--- src/rtl/core/psg_pkg.sv ---
// Shared types and constants for the sound generator core.
// No dependencies; imported by every module under rtl/core.
`default_nettype none
package psg_pkg;

  localparam logic OP_WRITE = 1'b0;
  localparam logic OP_TICK  = 1'b1;

  localparam logic [7:0] PORT_LO = 8'h7E;
  localparam logic [7:0] PORT_HI = 8'h7F;

  localparam logic [3:0] ATTEN_SILENT = 4'hF;

  // channel index of the noise generator in the latch select field
  localparam logic [1:0] NOISE_CHAN = 2'd3;

  // noise rate codes (low two bits of noise control)
  localparam logic [1:0] NOISE_RATE_16  = 2'd0;
  localparam logic [1:0] NOISE_RATE_32  = 2'd1;
  localparam logic [1:0] NOISE_RATE_64  = 2'd2;
  localparam logic [1:0] NOISE_RATE_T2  = 2'd3;

  localparam logic [6:0] NOISE_RELOAD_16 = 7'h10;
  localparam logic [6:0] NOISE_RELOAD_32 = 7'h20;
  localparam logic [6:0] NOISE_RELOAD_64 = 7'h40;

  localparam int NUM_TONES = 3;
  localparam int NUM_CHANS = 4;

  typedef struct packed {
    logic       opcode;
    logic [7:0] port;
    logic [7:0] data_byte;
  } psg_in_t;

  typedef struct packed {
    logic       tone0_level;
    logic       tone1_level;
    logic       tone2_level;
    logic [3:0] atten0;
    logic [3:0] atten1;
    logic [3:0] atten2;
    logic [3:0] atten3;
    logic       noise_shift;
  } psg_out_t;

endpackage
`default_nettype wire

--- src/rtl/core/psg_reg_file.sv ---
// Register file: latch/data byte decode, tone periods, noise control, attenuation.
// Depends on psg_pkg.
`default_nettype none
module psg_reg_file #(
  parameter int PERIOD_WIDTH = 10
) (
  input  wire logic                    clk,
  input  wire logic                    rst,
  input  wire logic                    wr_en,
  input  wire logic [7:0]              wr_byte,
  output logic [PERIOD_WIDTH-1:0]      tone_period [3],
  output logic [2:0]                   noise_ctrl,
  output logic [3:0]                   atten_next  [4]
);
  import psg_pkg::*;

  localparam logic [PERIOD_WIDTH-1:0] LO_MASK = PERIOD_WIDTH'(10'h00F);
  localparam logic [PERIOD_WIDTH-1:0] HI_MASK = PERIOD_WIDTH'(10'h3F0);

  logic [2:0]              latch_select, latch_select_next;
  logic [3:0]              attenuation [4];
  logic [PERIOD_WIDTH-1:0] tone_period_next [3];
  logic [2:0]              noise_ctrl_next;
  logic [1:0]              ch;
  logic                    is_att;
  logic                    is_latch;

  always_comb begin
    is_latch          = wr_byte[7];
    latch_select_next = latch_select;
    if (wr_en && is_latch) begin
      latch_select_next = wr_byte[6:4];
    end
    ch     = latch_select_next[2:1];
    is_att = latch_select_next[0];

    atten_next       = attenuation;
    tone_period_next = tone_period;
    noise_ctrl_next  = noise_ctrl;
    if (wr_en) begin
      if (is_att) begin
        atten_next[ch] = wr_byte[3:0];
      end else if (is_latch) begin
        if (ch != NOISE_CHAN) begin
          tone_period_next[ch] = (tone_period[ch] & ~LO_MASK) | PERIOD_WIDTH'(wr_byte[3:0]);
        end else begin
          noise_ctrl_next = wr_byte[2:0];
        end
      end else if (ch != NOISE_CHAN) begin
        // data byte fills period bits 9:4
        tone_period_next[ch] = (tone_period[ch] & ~HI_MASK)
                             | (PERIOD_WIDTH'(wr_byte[5:0]) << 4);
      end
    end
  end

  always_ff @(posedge clk) begin
    if (rst) begin
      latch_select <= '0;
      noise_ctrl   <= '0;
      for (int i = 0; i < NUM_TONES; i++) tone_period[i] <= '0;
      for (int i = 0; i < NUM_CHANS; i++) attenuation[i] <= ATTEN_SILENT;
    end else begin
      latch_select <= latch_select_next;
      noise_ctrl   <= noise_ctrl_next;
      tone_period  <= tone_period_next;
      attenuation  <= atten_next;
    end
  end

endmodule
`default_nettype wire

--- src/rtl/core/psg_counters.sv ---
// Tone and noise down-counters with square levels and noise shift flag.
// Depends on psg_pkg; periods come from psg_reg_file.
`default_nettype none
module psg_counters #(
  parameter int PERIOD_WIDTH = 10
) (
  input  wire logic                    clk,
  input  wire logic                    rst,
  input  wire logic                    tick,
  input  wire logic [PERIOD_WIDTH-1:0] tone_period [3],
  input  wire logic [2:0]              noise_ctrl,
  output logic                         level_next [3],
  output logic                         shift
);
  import psg_pkg::*;

  logic [PERIOD_WIDTH-1:0] cnt      [4];
  logic [PERIOD_WIDTH-1:0] cnt_next [4];
  logic [PERIOD_WIDTH-1:0] dec      [4];
  logic                    level    [3];
  logic [PERIOD_WIDTH-1:0] noise_reload;

  always_comb begin
    case (noise_ctrl[1:0])
      NOISE_RATE_16: noise_reload = PERIOD_WIDTH'(NOISE_RELOAD_16);
      NOISE_RATE_32: noise_reload = PERIOD_WIDTH'(NOISE_RELOAD_32);
      NOISE_RATE_64: noise_reload = PERIOD_WIDTH'(NOISE_RELOAD_64);
      NOISE_RATE_T2: noise_reload = tone_period[2];
      default:       noise_reload = tone_period[2];
    endcase
  end

  always_comb begin
    cnt_next   = cnt;
    level_next = level;
    shift      = 1'b0;
    for (int i = 0; i < NUM_CHANS; i++) begin
      dec[i] = (cnt[i] != '0) ? cnt[i] - PERIOD_WIDTH'(1) : '0;
    end
    if (tick) begin
      for (int i = 0; i < NUM_TONES; i++) begin
        cnt_next[i] = dec[i];
        if (dec[i] == '0) begin
          cnt_next[i]   = (tone_period[i] != '0) ? tone_period[i] : PERIOD_WIDTH'(1);
          level_next[i] = ~level[i];
        end
      end
      cnt_next[3] = dec[3];
      if (dec[3] == '0) begin
        cnt_next[3] = noise_reload;
        shift       = 1'b1;
      end
    end
  end

  always_ff @(posedge clk) begin
    if (rst) begin
      for (int i = 0; i < NUM_CHANS; i++) cnt[i] <= '0;
      for (int i = 0; i < NUM_TONES; i++) level[i] <= 1'b1;
    end else begin
      cnt   <= cnt_next;
      level <= level_next;
    end
  end

endmodule
`default_nettype wire

--- src/rtl/core/psg_register_and_tone_counters_unit.sv ---
// Sound generator core top: input register, register file, counters, result register.
// Beat held in in_q, result in out_data; one beat per cycle unless out_ready stalls.
// Throughput is set by the single state update stage between the two registers.
// Synchronous active-high rst: periods, counters and noise control zero,
// attenuation 15, tone levels high, latch select zero, both registers empty.
`default_nettype none
module psg_register_and_tone_counters_unit #(
  parameter int PERIOD_WIDTH = 10
) (
  input  wire logic             clk,
  input  wire logic             rst,
  input  wire logic             in_valid,
  output logic                  in_ready,
  input  wire psg_pkg::psg_in_t in_data,
  output logic                  out_valid,
  input  wire logic             out_ready,
  output psg_pkg::psg_out_t     out_data
);
  import psg_pkg::*;

  psg_in_t                 in_q;
  logic                    in_q_valid;
  logic                    advance;
  logic                    wr_en;
  logic                    tick;
  logic [PERIOD_WIDTH-1:0] tone_period [3];
  logic [2:0]              noise_ctrl;
  logic [3:0]              atten_next  [4];
  logic                    level_next  [3];
  logic                    shift;
  psg_out_t                result;

  assign advance  = in_q_valid && (!out_valid || out_ready);
  assign in_ready = !in_q_valid || advance;
  assign wr_en    = advance && (in_q.opcode == OP_WRITE)
                 && ((in_q.port == PORT_LO) || (in_q.port == PORT_HI));
  assign tick     = advance && (in_q.opcode == OP_TICK);

  psg_reg_file #(.PERIOD_WIDTH(PERIOD_WIDTH)) u_regs (
    .clk         (clk),
    .rst         (rst),
    .wr_en       (wr_en),
    .wr_byte     (in_q.data_byte),
    .tone_period (tone_period),
    .noise_ctrl  (noise_ctrl),
    .atten_next  (atten_next)
  );

  psg_counters #(.PERIOD_WIDTH(PERIOD_WIDTH)) u_cnt (
    .clk         (clk),
    .rst         (rst),
    .tick        (tick),
    .tone_period (tone_period),
    .noise_ctrl  (noise_ctrl),
    .level_next  (level_next),
    .shift       (shift)
  );

  always_comb begin
    result.tone0_level = level_next[0];
    result.tone1_level = level_next[1];
    result.tone2_level = level_next[2];
    result.atten0      = atten_next[0];
    result.atten1      = atten_next[1];
    result.atten2      = atten_next[2];
    result.atten3      = atten_next[3];
    result.noise_shift = shift;
  end

  always_ff @(posedge clk) begin
    if (rst) begin
      in_q_valid <= 1'b0;
      out_valid  <= 1'b0;
    end else begin
      if (in_valid && in_ready) begin
        in_q_valid <= 1'b1;
      end else if (advance) begin
        in_q_valid <= 1'b0;
      end
      if (advance) begin
        out_valid <= 1'b1;
      end else if (out_ready) begin
        out_valid <= 1'b0;
      end
    end
    if (in_valid && in_ready) begin
      in_q <= in_data;
    end
    // result beat holds until taken
    if (advance) begin
      out_data <= result;
    end
  end

endmodule
`default_nettype wire
--- config.mk ---
export PLATFORM = sky130hd
export DESIGN_NAME = psg_register_and_tone_counters_unit
export DESIGN_NICKNAME = d
export VERILOG_FILES = /design/src/rtl/core/psg_pkg.sv /design/src/rtl/core/psg_reg_file.sv /design/src/rtl/core/psg_counters.sv /design/src/rtl/core/psg_register_and_tone_counters_unit.sv
export SDC_FILE = /design/constraint.sdc
export NUM_CORES = 1
export LEC_CHECK = 0
export BUFFER_PORTS_ARGS = -buffer_cell sky130_fd_sc_hd__buf_2
export CAP_MARGIN = 40
export CORE_ASPECT_RATIO = 1.5
export CORE_MARGIN = 3
export CORE_UTILIZATION = 55
export CTS_CLUSTER_SIZE = 8
export DETAILED_ROUTE_END_ITERATION = 10
export HOLD_SLACK_MARGIN = 0.15
export PLACE_DENSITY = 0.84
export SKIP_CTS_REPAIR_TIMING = 1
export SYNTH_ARGS = -nofsm -noshare
export SYNTH_HDL_FRONTEND = slang
export SYNTH_SLANG_ARGS = --single-unit
--- constraint.sdc ---
create_clock -name clk -period 2.75 [get_ports clk]
set_clock_uncertainty 0.05 [all_clocks]
set_input_delay 0.4125 -clock clk [delete_from_list [all_inputs] [get_ports clk]]
set_output_delay 0.4125 -clock clk [all_outputs]
set_load 0.05 [all_outputs]
# After elaboration in Yosys (flattened, before gate mapping)

Index checks and enable logic that the tools add are counted.
W data, S select, Z words.

Add/sub/neg operators: 4
Multipliers: 0
Div/mod/pow operators: 0
Order comparisons: 2
Equality and inequality tests: 6
Shift operators: 0
Multiplexer cells: 37
Bitwise gates (word level): 9
Reductions and logical operators: 28

Operator list:

| cell                    | count |
|---|---|
| $mux W10                | 14 |
| $mux W30                | 3 |
| $reduce_bool A10 Y1     | 7 |
| $bwmux W30              | 2 |
| $logic_not A10 Y1       | 4 |
| $pmux W10 S4            | 1 |
| $sub A10 B1 Y10 const B | 4 |
| $mux W16                | 2 |
| $bmux W10 S2            | 1 |
| $demux W10 S2           | 1 |
| $bwmux W16              | 1 |
| $eq A8 B7 Y1 const B    | 2 |
| $or A10 B4 Y10          | 1 |
| $or A4 B10 Y10          | 1 |
| $demux W4 S2            | 1 |
| $mux W1                 | 8 |
| $logic_and A1 B1 Y1     | 7 |
| $mux W3                 | 2 |
| $not A1 Y1              | 6 |
| $eq A2 B2 Y1 const B    | 2 |
| $mux W4                 | 1 |
| $reduce_and A4 Y1       | 1 |
| $reduce_bool A2 Y1      | 2 |
| $ge A3 B3 Y1 const B    | 1 |
| 8 further kinds         | 11 |

Bits in registers: 133
Bits in latches: 0
RAM bits: 0
ROM bits: 0
Input port bits: 21
Output and inout bits: 22
Logic and storage cells: 115
Memories kept: 0

# Longest topological paths before layout

Gate-level depths: netlist of the first run.

Depth in word-level cells: 15
Mapped depth: 10
Depth with buffers taken out: 8

# Hierarchy

Synthesis of the first run repeated with hierarchy kept, for this count alone.

Cell total of the unflattened synthesis: 726
Area, all modules: 7029.2 um^2

Modules (own cells, without submodules):

| module                              | times used | cells an instance | area an instance (um^2) | sequential area each (um^2) |
|---|---|---|---|---|
| psg_counters                        | 1          | 428               | 3233.1                  | 860.8 |
| psg_reg_file                        | 1          | 248               | 2591.2                  | 1041.0 |
| psg_register_and_tone_counters_unit | 1          | 50                | 1204.9                  | 1121.1 |

# Least setup slack after synthesis of the first run

OpenSTA, ideal clock, no wires.

Path type: register -> register
Start: reg out_valid
End: reg out_data[1] (netlist bit), data pin
Library setup time: 0.260 ns
Arrival time: 2.540 ns
Required time: 2.440 ns
Setup slack: -0.100 ns
Stages on the path, launching flop included: 8
Buffers on the path: 1
Clock period less this slack: 2.850 ns
Cells stage by stage: dfxtp_1 nor2b_1 or4_1 clkbuf_1 o21ai_0 and2_1 nor2_2 mux2_2

RTL lines:

| item                   | line                                      | source |
|---|---|---|
| from (decl)            | psg_register_and_tone_counters_unit.sv:15 | `output logic out_valid,` |
| from (signal assigned) | psg_register_and_tone_counters_unit.sv:73 | `out_valid <= 1'b0;` |
| from (signal assigned) | psg_register_and_tone_counters_unit.sv:81 | `out_valid <= 1'b1;` |
| from (signal assigned) | psg_register_and_tone_counters_unit.sv:83 | `out_valid <= 1'b0;` |
| to (signal assigned)   | psg_register_and_tone_counters_unit.sv:91 | `out_data <= result;` |
| to (decl)              | psg_register_and_tone_counters_unit.sv:17 | `output psg_pkg::psg_out_t out_data` |

==> flow_summary.ini, run 1 <==
[logic_synthesis]
synth_edf_count = 36
synth_ff_type = dfxtp_1
synth.most_common_cell = dfxtp_1
ys_warn_count = 0
synth_top_area_share = 0.2969
netlist_area_sq_um = 6474
async_flop_share = 0
syn_inst = 715
synth_common_cells = 96 x dfxtp_1, 91 x nor2_1, 54 x a21oi_1
synth.largest_area_cell = dfxtp_1
yosysUniqueCellTypes = 69
synth-seq-area-share = 0.4639
synth.avg_cell_area_sq_um = 9.054
syn-num-nets = 740
ys_seq_elements = 132
synth_area_leaders = dfxtp_1 30%, edfxtp_1 17%, nor2_1 5.3%, mux2i_1 5.3%, a21oi_1 4.2%

[global_route]
grt_max_degree = 75
grt_antenna_before_repair = 0
grt_pass1_vias = 6109
gr-usage-all-layers = 0.2759
overflow = 0
grt_pass1_wl_microns = 28940

[sta]
drv_slew = 0
setup_ws_ps = -5.626
max_slew_margin = 0.4493
finalCritPeriodShare = 1.002
max_clock_freq_mhz = 362.9
tightest_slew_ps = 826.1
finalSetupViolCount = 1
fin_crit_ps = 2756
fin_setup_tns_ps = -5.626
finalHoldViolCount = 0

[status]
status = finished with violations
violations = setup timing

[layout]
stdcell_count = 955
fillCellCount = 768
seqCellArea_sq_um = 3007
final_area_sq_um = 7881
diodes = 0
multi_input_area_sq_um = 3291
fin_nets = 820
synthToLayoutAreaGrowth_pct = 21.74
drive_above_1_share = 0.1943

[drt]
via_count = 6407
postRouteWirelength_microns = 20510
drt_first_iter_violations = 788
drc = 0
wire_per_inst_microns = 21.48
via_per_inst = 6.709
ant_nets = 0
dr.pass1.iters = 5

[flow_run]
drv_cap = 0

[die]
io_pins = 43
start_util = 0.5734
core_sq_um = 11290
die_width_microns = 94.58
die_h_microns = 138.9
die_area_sq_um = 13130
rows = 47

[critical_path]
crit_chain = nand4_1 > or4_4 > buf_4 > o21ai_0 > buf_4 > nand2_1 > or2_2 > o21ai_0
worstSetupPathType = reg -> reg
slowest_delay_ps = 600
cp.arrival_ps = 2920
r2r_start = in_q[11]
critPathBufInv = 2
required_ps = 2910
cp_top_family = simple AND/OR/NAND/NOR gates
startpoint = in_q[11]
startpoint_type = flip-flop
cp_slowest_cell = or4_4
path_max_fanout = 8
cp-end-kind = flip-flop

[clock_network]
cts_sinks = 132
cts_root_buf = clkbuf_16
path_clk_slew_ps = 60
cts_buffer_depth = 2
cts_tree = built
h-tree-depth = 4
numCtsBuffers = 17
clkLatencyLatePin_ps = 420

[place]
dp.cells = 906
gp_routability_congestion = 0.8783
place_ws_ps = 59.91
io_buffers = 41
place_hpwl_microns = 11510
postPlaceCellArea_sq_um = 7043

[pwr]
total_power_mw = 5.295
peakVddDrop_mv = 0.5837
leakagePower_nw = 2.792
p_per_area_nw_per_um2 = 671.8

[min_path]
min_from = in_valid
min-delay-path-class = in -> reg
==> power breakdown <==
part / leakage, nW / total, mW / internal, mW / switching (mW)
sequential: 1.07 / 2.13 / 2.05 / 0.0721
combinational: 1.43 / 0.746 / 0.302 / 0.445
clock: 0.293 / 2.42 / 1.54 / 0.884
total: 2.79 / 5.29 / 3.89 / 1.40
==> worst reg2reg max path, delay by kind of cell (launching register included) <==
family	cells	cell delay [ps]
AOI/OAI and AO/OA	2	460
and+or+nand+nor	4	1340
buffers and inverters	2	360
DFF	1	350
==> metal layers <==
metal	share of wire	global-route usage	wire length [microns]
met5	0	0	0
met4	0.064	0.1392	1320
met3	0.084	0.06406	1722
met2	0.51	0.4805	10440
met1	0.34	0.3085	7032
==> cells in the final DEF (no fill, tap or decap), types with 11 or more instances in the layout <==
master / n
mux2_2: 12
nand3_1: 20
o21ai_0: 44
nor2_1: 90
nand2b_1: 24
buf_2: 41
nor3_1: 17
a211oi_1: 22
mux2i_1: 34
inv_1: 20
buf_4: 40
nor4_1: 11
nand2_1: 44
clkbuf_16: 17
edfxtp_1: 36
dfxtp_1: 93
a31oi_1: 14
a21oi_1: 51
dlygate4sd3_1: 16
==> worst paths after layout <==
| kind | endpoint | slack (ps) | cells after the start |
|---|---|---|---|
| worst max register to register | out_data[12] | -6 | 8 |
| worst min register to register | u_cnt.cnt[21] | 480 | 2 |
| worst max-delay path | out_data[12] | -6 | 8 |
| worst min-delay path | in_q_valid | 290 | 3 |
==> cell families (layout without fill, tap and decap cells) <==
group,Yosys count,count (layout),synth area share
multiplexers,46,46,0.07344
AND/OR/NAND/NOR,274,274,0.2159
adder cells (fa/ha/maj),4,4,0.007731
buffers and inverters,59,152,0.03440
flip-flops,132,132,0.4639
XOR/XNOR,8,8,0.01082
AO/OA/AOI/OAI,192,192,0.1939
==> state kept, by name, summed over array words and instances, names as in the netlist <==
name and flops:
u_regs.noise_ctrl 2, u_regs.tone_period 30, u_regs.attenuation 16, u_cnt.level 3, u_cnt.cnt 40, in_q_valid 1, out_data 20, u_regs.latch_select 3
out_valid 1, in_q 16
==> layout make-up <==
| class | count | area share |
|---|---|---|
| multi-input cells | 524 | 0.4175 |
| repair buffers | 99 | 0.08843 |
| flip-flops and latches | 132 | 0.3815 |
| well taps | 147 | 0.02334 |
| inverters | 21 | 0.01000 |
| clock inverters | 13 | 0.02302 |
| clock buffers | 19 | 0.05620 |
==> stage by stage <==
| stage | hold slack (ps) | util |
|---|---|---|
| 5_1_grt | 292.7 | 0.6980 |
| 4_1_cts | 112.8 | 0.6791 |
| 3_3_place_gp | 410.3 | 0.6238 |
| 3_5_place_dp | 433.1 | 0.6238 |
| 6_report | 287.1 | 0.6980 |
| 2_1_floorplan | 399.2 | - |
Note: power is estimated with default switching activity, not from simulation.
==> run 2, diff against run 1 <==
--- a/config.mk
+++ b/config.mk
@@ -13,8 +13,9 @@
 export CTS_CLUSTER_SIZE = 8
 export DETAILED_ROUTE_END_ITERATION = 10
 export HOLD_SLACK_MARGIN = 0.15
-export PLACE_DENSITY = 0.84
+export PLACE_DENSITY = 0.73
 export SKIP_CTS_REPAIR_TIMING = 1
+export SLEW_MARGIN = 30
 export SYNTH_ARGS = -nofsm -noshare
 export SYNTH_HDL_FRONTEND = slang
 export SYNTH_SLANG_ARGS = --single-unit
==> constraint.sdc (replaced) <==
create_clock -name clk -period 3.4 [get_ports clk]
set_clock_uncertainty 0.05 [all_clocks]
set_input_delay 0.51 -clock clk [delete_from_list [all_inputs] [get_ports clk]]
set_output_delay 0.51 -clock clk [all_outputs]
set_load 0.05 [all_outputs]
==> run 2 against run 1 <==
  * The flow now finishes without violations
  * Critical path type unchanged
  * Routed wire length is 23% lower
  * Setup slack better by 490 ps
  * Power is 24% lower
==> flow_summary.ini, run 2 (synthesis gave the netlist of run 1 again) <==
[global_route]
grt_max_degree = 75
grt_pass1_wl_microns = 26080
overflow = 0
grt_pass1_vias = 5437
grt_antenna_before_repair = 0
gr-usage-all-layers = 0.2515

[critical_path]
required_ps = 3650
reg2reg_depth = 6
critPathMostFrequentCell = or4_1
critPathBufInv = 0
startpoint_type = flip-flop
r2r_start = in_q[16]
startpoint = in_q[16]
worstSetupPathType = reg -> reg
cp_slowest_cell = or4_1
cp-end-kind = flip-flop
cp.depth = 6
worstReg2RegEnd = u_regs.attenuation[13]
path_max_fanout = 9
slowest_delay_ps = 620
crit_chain = nand4bb_1 > or4_1 > or4_1 > a21oi_1 > mux2_2 > nand2b_1
reg2reg_slack_ps = 490
cp.arrival_ps = 3160
cp_top_family = simple AND/OR/NAND/NOR gates
endpoint = u_regs.attenuation[13]

[place]
io_buffers = 41
place_hpwl_microns = 10710
gp_routability_congestion = 0.8579

[min_path]
min_path_cells = 1
min-delay-path-class = in -> reg

[drt]
via_count = 5555
via_per_inst = 6.064
wire_per_inst_microns = 17.15
postRouteWirelength_microns = 15710
dr.pass1.iters = 5
ant_nets = 0
drc = 0
drt_first_iter_violations = 414

[clock_network]
cts_buffer_depth = 2
numCtsBuffers = 17
clkLatencyLatePin_ps = 420
cts_root_buf = clkbuf_16
path_clk_slew_ps = 60
cts_sinks = 132
cts_tree = built
h-tree-depth = 4

[sta]
max_clock_freq_mhz = 343.1
finalSetupViolCount = 0
fin_setup_tns_ps = 0
fin_crit_ps = 2915
max_slew_margin = 0.4669
tightest_slew_ps = 799.7
finalHoldViolCount = 0
finalCritPeriodShare = 0.8573
rsz0062_at_grt = no
drv_slew = 0

[die]
die_h_microns = 138.9
rows = 47
start_util = 0.5734
io_pins = 43
core_sq_um = 11290
die_width_microns = 94.58
die_area_sq_um = 13130

[layout]
largestRegisters = u_cnt.cnt: 40 flops, u_regs.tone_period: 30 flops, out_data: 20 flops
largest_reg_flops = 40
final_core_util = 0.6595
fillCellCount = 931
synthToLayoutAreaGrowth_pct = 15.02
fin_nets = 781
final_cell_mix = 96 x dfxtp_1, 90 x nor2_1, 54 x a21oi_1
drive_above_1_share = 0.1612
final_common_cell = dfxtp_1
diodes = 0
regMostFlops = u_cnt.cnt

[pwr]
p_per_area_nw_per_um2 = 541.6
internal_power_mw = 2.944
leakagePower_nw = 2.597
seq_power_share = 0.425
peakVddDrop_mv = 0.3858
p_comb_frac = 0.131
clkPwrFrac = 0.444
p_sw_mw = 1.089
p_sw_frac = 0.2700

[flow_run]
drv_cap = 0

[status]
status = completed
[run 2: cell types whose count changed in the layout (fill, tap and decap cells not counted), sizes merged]
cell | previous run | this run
clkinv | 4 | 3
dlygate4sd3 | 16 | 0
clkinvlp | 4 | 3
bufinv | 4 | 1
clkbuf | 19 | 22
inv | 22 | 26
buf | 83 | 58
[run 2: how the worst min path moves through the flow]
| stage | from | slack, ps | end |
|---|---|---|---|
| CTS | in_data[12] | 200 | in_q[12] |
| global placement | u_regs.latch_select[0] | 410 | u_regs.latch_select[0] |
| finish | in_data[13] | 210 | in_q[13] |
| detailed placement | u_cnt.cnt[11] | 440 | u_cnt.cnt[11] |
| global route | in_data[11] | 190 | in_q[11] |
| floorplan | u_regs.latch_select[0] | 400 | u_regs.latch_select[0] |
[run 2: power groups by stage]
| stage | Combinational [mW] | Sequential, mW | Clock (mW) |
|---|---|---|---|
| after floorplan | 0.398 | 1.74 | 0 |
| after global placement | 0.497 | 1.74 | 0 |
| after detailed placement | 0.509 | 1.75 | 0 |
| after CTS | 0.515 | 1.71 | 1.81 |
| after global routing | 0.581 | 1.72 | 1.90 |
| final | 0.527 | 1.71 | 1.79 |
[run 2: per-stage QoR]
step / instance area (sq um) / hold slack [ps] / cells / power [mW] / setup slack, ps
floorplan: 6474 / 399.2 / 715 / 2.136 / 549.7
global placement: 6849 / 411.4 / 882 / 2.239 / 408.5
detailed placement: 6849 / 443.7 / 882 / 2.255 / 364.4
CTS: 7436 / 201.1 / 914 / 4.038 / 484.4
global route: 7446 / 193.6 / 916 / 4.197 / 321.6
finish: 7446 / 215.0 / 916 / 4.033 / 485.3
[run 2: routing by layer]
| layer | vias up | part of all wire | GRT usage |
|---|---|---|---|
| li1 | 2724 | - | - |
| met1 | 2626 | 0.41 | 0.3026 |
| met2 | 171 | 0.52 | 0.4304 |
| met3 | 34 | 0.046 | 0.04669 |
| met4 | 0 | 0.028 | 0.1125 |
| met5 | - | 0 | 0 |
[run 2: cell type report]
class | count | area (sq um) | share of cell area
well taps | 147 | 183.9 | 0.02470
clock inverters | 12 | 118.9 | 0.01596
clock buffers | 20 | 467.9 | 0.06285
repair buffers | 60 | 342.8 | 0.04604
flip-flops and latches | 132 | 3003 | 0.4033
multi-input cells | 524 | 3251 | 0.4366
inverters | 21 | 78.83 | 0.01059
